File: config.mk
export PLATFORM = sky130hd
export DESIGN_NAME = apt_merge
export DESIGN_NICKNAME = d
export VERILOG_FILES = /design/src/hw/rtl/apt_pkg.sv /design/src/hw/rtl/apt_merge.sv
export SDC_FILE = /design/constraint.sdc
export NUM_CORES = 1
export LEC_CHECK = 0
export ABC_CLOCK_PERIOD_IN_PS = 1450
export BUFFER_PORTS_ARGS = -buffer_cell sky130_fd_sc_hd__buf_2
export CAP_MARGIN = 20
export CORE_UTILIZATION = 30
export DETAILED_ROUTE_END_ITERATION = 10
export GPL_TIMING_DRIVEN = 0
export SETUP_SLACK_MARGIN = 0.3
export SYNTH_ARGS = -nofsm -noshare
export SYNTH_HDL_FRONTEND = slang
export SYNTH_SLANG_ARGS = --single-unit
File: constraint.sdc
create_clock -name clock -period 1.45 [get_ports clock]
set_input_delay 0.0725 -clock clock [delete_from_list [all_inputs] [get_ports clock]]
set_output_delay 0.0725 -clock clock [all_outputs]
set_load 0.005 [all_outputs]
File: src/hw/rtl/apt_pkg.sv
`timescale 1ns / 1ps
// ----------------------------------------------------------------------------
// apt_pkg
// Shared types and constants of the affine point transform core.
// ----------------------------------------------------------------------------
package apt_pkg;

   localparam int CELL_BITS      = 32;
   localparam int REG_BITS       = 64;
   localparam int REG_COUNT      = 6;
   localparam int REG_INDEX_BITS = 3;
   localparam int LANE_COUNT     = 3;

   typedef enum logic [REG_INDEX_BITS-1:0] {
      REG_ROW0_COLS01 = 3'd0,
      REG_ROW0_COLS23 = 3'd1,
      REG_ROW1_COLS01 = 3'd2,
      REG_ROW1_COLS23 = 3'd3,
      REG_ROW2_COLS01 = 3'd4,
      REG_ROW2_COLS23 = 3'd5
   } reg_index_type;

   // one matrix row: three scale cells and the translation cell
   typedef struct packed {
      logic signed [CELL_BITS-1:0] tr;
      logic signed [CELL_BITS-1:0] c2;
      logic signed [CELL_BITS-1:0] c1;
      logic signed [CELL_BITS-1:0] c0;
   } row_type;

endpackage

File: src/hw/rtl/apt_merge.sv
`timescale 1ns / 1ps
// ----------------------------------------------------------------------------
// apt_merge
// Clips each lane sum to the coordinate range, ORs the clip flags and
// registers the result with its strobe.
// ----------------------------------------------------------------------------
module apt_merge
   import apt_pkg::*;
#(
   parameter int COORD_BITS = 32,
   parameter int SUM_BITS   = 50
) (
   input  logic                         clock,
   input  logic                         reset,
   input  logic                         sum_valid,
   input  logic signed [SUM_BITS-1:0]   lane_sum [LANE_COUNT],
   output logic                         out_valid,
   output logic signed [COORD_BITS-1:0] out_x,
   output logic signed [COORD_BITS-1:0] out_y,
   output logic signed [COORD_BITS-1:0] out_z,
   output logic                         out_sat
);

   localparam int HEAD_BITS = SUM_BITS - COORD_BITS + 1;

   logic signed [COORD_BITS-1:0] clip_in [LANE_COUNT];
   logic signed [COORD_BITS-1:0] clip_ff [LANE_COUNT];
   logic [LANE_COUNT-1:0]        over;
   logic [HEAD_BITS-1:0]         head     [LANE_COUNT];
   logic                         valid_ff;
   logic                         sat_ff;

   always_comb begin
      for (int i = 0; i < LANE_COUNT; i++) begin
         head[i] = lane_sum[i][SUM_BITS-1:COORD_BITS-1];
         over[i] = !((&head[i]) || !(|head[i]));
         if (!over[i]) begin
            clip_in[i] = lane_sum[i][COORD_BITS-1:0];
         end else if (lane_sum[i][SUM_BITS-1]) begin
            clip_in[i] = {1'b1, {(COORD_BITS-1){1'b0}}};
         end else begin
            clip_in[i] = {1'b0, {(COORD_BITS-1){1'b1}}};
         end
      end
   end

   always_ff @(posedge clock) begin
      if (reset) begin
         valid_ff <= 1'b0;
      end else begin
         valid_ff <= sum_valid;
      end
      clip_ff <= clip_in;
      sat_ff  <= |over;
   end

   assign out_valid = valid_ff;
   assign out_x     = clip_ff[0];
   assign out_y     = clip_ff[1];
   assign out_z     = clip_ff[2];
   assign out_sat   = sat_ff;

endmodule

==> results.toml <==
[floorplanning]
core_sq_um = 10400
pin_count = 251
dieHeight_um = 106
start_util_pct = 31.2
die_width_um = 106
rows = 37
fp.dieArea_sq_um = 11200

[min_path]
min_from = "lane_sum[49]"
hold_path.class = "input port to register"

[setup_path]
setup.worst_path.start = "lane_sum[134]"
crit_type = "input port to register"
critPathMaxFanout = 7
cp_num_buf_inv = 2
crit_required_ns = 1.70
crit_family = "simple AND/OR/NAND/NOR gates"
max_stage_delay_ns = 0.27
critPathSlowestCell = "nor4_2"
cp-end-kind = "register"
startpoint_type = "input port"
arrival_ns = 1.43
path_cells = "buf_2, nor4_2, nand4_1, nor4_4, a311oi_4, buf_6, a21o_2"

[detailed_routing]
first_pass_iters = 4
drt_iter0_drc = 135
viasPerCell = 4.52
avgRoutedWirePerCell_um = 15.2
vias = 3466
postRouteAntennaNets = 0
drc = 0
routed_wirelength_um = 11700

[job]
cap_violations = 0

[placement]
dpl.hpwl_um = 7610
port_buffers = 250
gp_routability_congestion = 0.761
post-place-ws_ns = -0.0842
placed_cell_area_sq_um = 4740
dpl.cell_count = 645

[layout]
fill_cells = 879
fin_util_pct = 58.7
fin_nets = 778
drive_gt1_share_pct = 56.8
final_area_sq_um = 6090
instances_no_fill = 766
diodes = 0
areaGrowthSynthToFinish_pct = 88.2

[yosys]
synthTopCellsByCount = "dfxtp_1 (98), a21o_1 (48), a21o_2 (45)"
synth-edff-count = 0
synth_area_sq_um = 3240
synth-main-ff-cell = "dfxtp_1"
synth-seq-area-share_pct = 60.6
yosysMostFrequentCell = "dfxtp_1"
netlist_instances = 259
syn_area_per_cell_sq_um = 12.5
yosysTopAreaCell = "dfxtp_1"
syn_nets = 412
ys_top_cells_by_area = "dfxtp_1 (61%), a21o_2 (12%), a21o_1 (11%)"
synthArstFlopShare_pct = 0
synth_seq_cells = 98
ys_warn_count = 0
ys_types = 18
synth_top_area_share_pct = 60.6

[cts]
cts_buffers = 9
htreeDepth = 3
clk_pin_slew_ns = 0.09
root_buffer = "clkbuf_8"
cts_tree = "built"
cts_buffer_depth = 2
cts.sinks = 98

[global_route]
track_usage_pct = 19.7
grt_max_degree = 17
grt_antenna_before_repair = 0
grt_overflow = 0
grt_first_pass_wirelength_um = 17200
grt_pass1_vias = 3564

[sta]
fmax_mhz = 843
finalHoldViolCount = 0
post-route-min-period_ns = 1.19
max_slew_margin_pct = 58.8
setup_viol = 0
worst_slew_pin_slew_ns = 0.618
whs_ns = 0.157
rsz0062_at_grt = "yes"
fin_crit_sh_pct = 81.8
worst_slack_ns = 0.263
slew_violations = 0

[pwr]
pwr-share-clk_pct = 30.1
leakagePower_nw = 3.17
ir_drop_v = 0.000475
combPwrFrac_pct = 16.6
p_switching_mw = 1.31
p_seq_share_pct = 53.3
power.internal_mw = 4.08
power_density_nw_per_um2 = 884
switching_share_pct = 24.3

[run_status]
status = "complete, no violations"
## cell families (layout without fill, tap and decap cells)
kind of cell / Yosys count / after routing / synth area share, %
AO/OA/AOI/OAI: 99 / 99 / 25.3
flip-flops: 98 / 98 / 60.6
AND/OR/NAND/NOR: 41 / 41 / 8.00
buffers and inverters: 21 / 392 / 6.07
## worst min-delay path, stage by stage
cell	delay [ns]
buf_2	0.12
a311oi_2	0.09
a21o_2	0.19
## flip-flops by register name (all words and copies together) (netlist names)
register   cells
out_sat        1
out_valid      1
out_x         32
out_y         32
out_z         32
## power by group through the flow
| stage | logic (mW) | clock network, mW | registers [mW] |
|---|---|---|---|
| final | 0.896 | 1.62 | 2.87 |
| after global routing | 0.963 | 1.79 | 2.88 |
| after CTS | 0.838 | 1.67 | 2.87 |
| after detailed placement | 0.630 | 0 | 2.93 |
| after global placement | 0.616 | 0 | 2.93 |
| after floorplan | 0.183 | 0 | 2.95 |
## per-layer routing
metal	vias to the layer above	GRT usage, %	share of wire (%)
met5	-	0	0
li1	1669	-	-
met2	164	37.5	54
met1	1607	20.0	36
met4	0	7.64	2.3
met3	26	5.75	7.3
## what timing repair did
action | CTS | global route
endpoints found under the hold margin | 95 | 0
buffers inserted | 1 | 3
setup endpoints to repair | 5 | 62
resized for setup | 1 | 35
gates cloned | 0 | 5
hold buffers | 96 | 0
## area by class of cell
type / count / area, sq um / share of cell area (%)
multi-input combinational: 140 / 1250 / 20.5
sequential: 98 / 1960 / 32.2
clock inverter: 5 / 38.8 / 0.637
clock buffer: 11 / 141 / 2.32
tap: 136 / 170 / 2.79
timing repair buffer: 355 / 2330 / 38.2
buffer: 21 / 208 / 3.41
## worst paths after layout
kind | endpoint | slack (ns) | cells past startpoint
hold / removal | out_z[0] | 0.16 | 3
setup / recovery | out_x[10] | 0.26 | 7
## placed cells by master, fill, tap and decap left out, drive strengths merged, types with 3 or more instances in the layout
| cell | instances |
|---|---|
| nor2 | 6 |
| a311oi | 3 |
| clkbuf | 12 |
| and3 | 3 |
| dfxtp | 98 |
| nor4 | 15 |
| a31o | 3 |
| nand4 | 15 |
| buf | 277 |
| a21o | 93 |
| dlygate4sd3 | 98 |
| clkinv | 4 |
## metrics by stage
step,power (mW),setup TNS [ns]
2_1_floorplan,3.14,0
3_3_place_gp,3.54,-1.76
3_5_place_dp,3.56,-3.66
4_1_cts,5.38,0
5_1_grt,5.64,0
6_report,5.39,0
(Power assumes the default switching activity.)
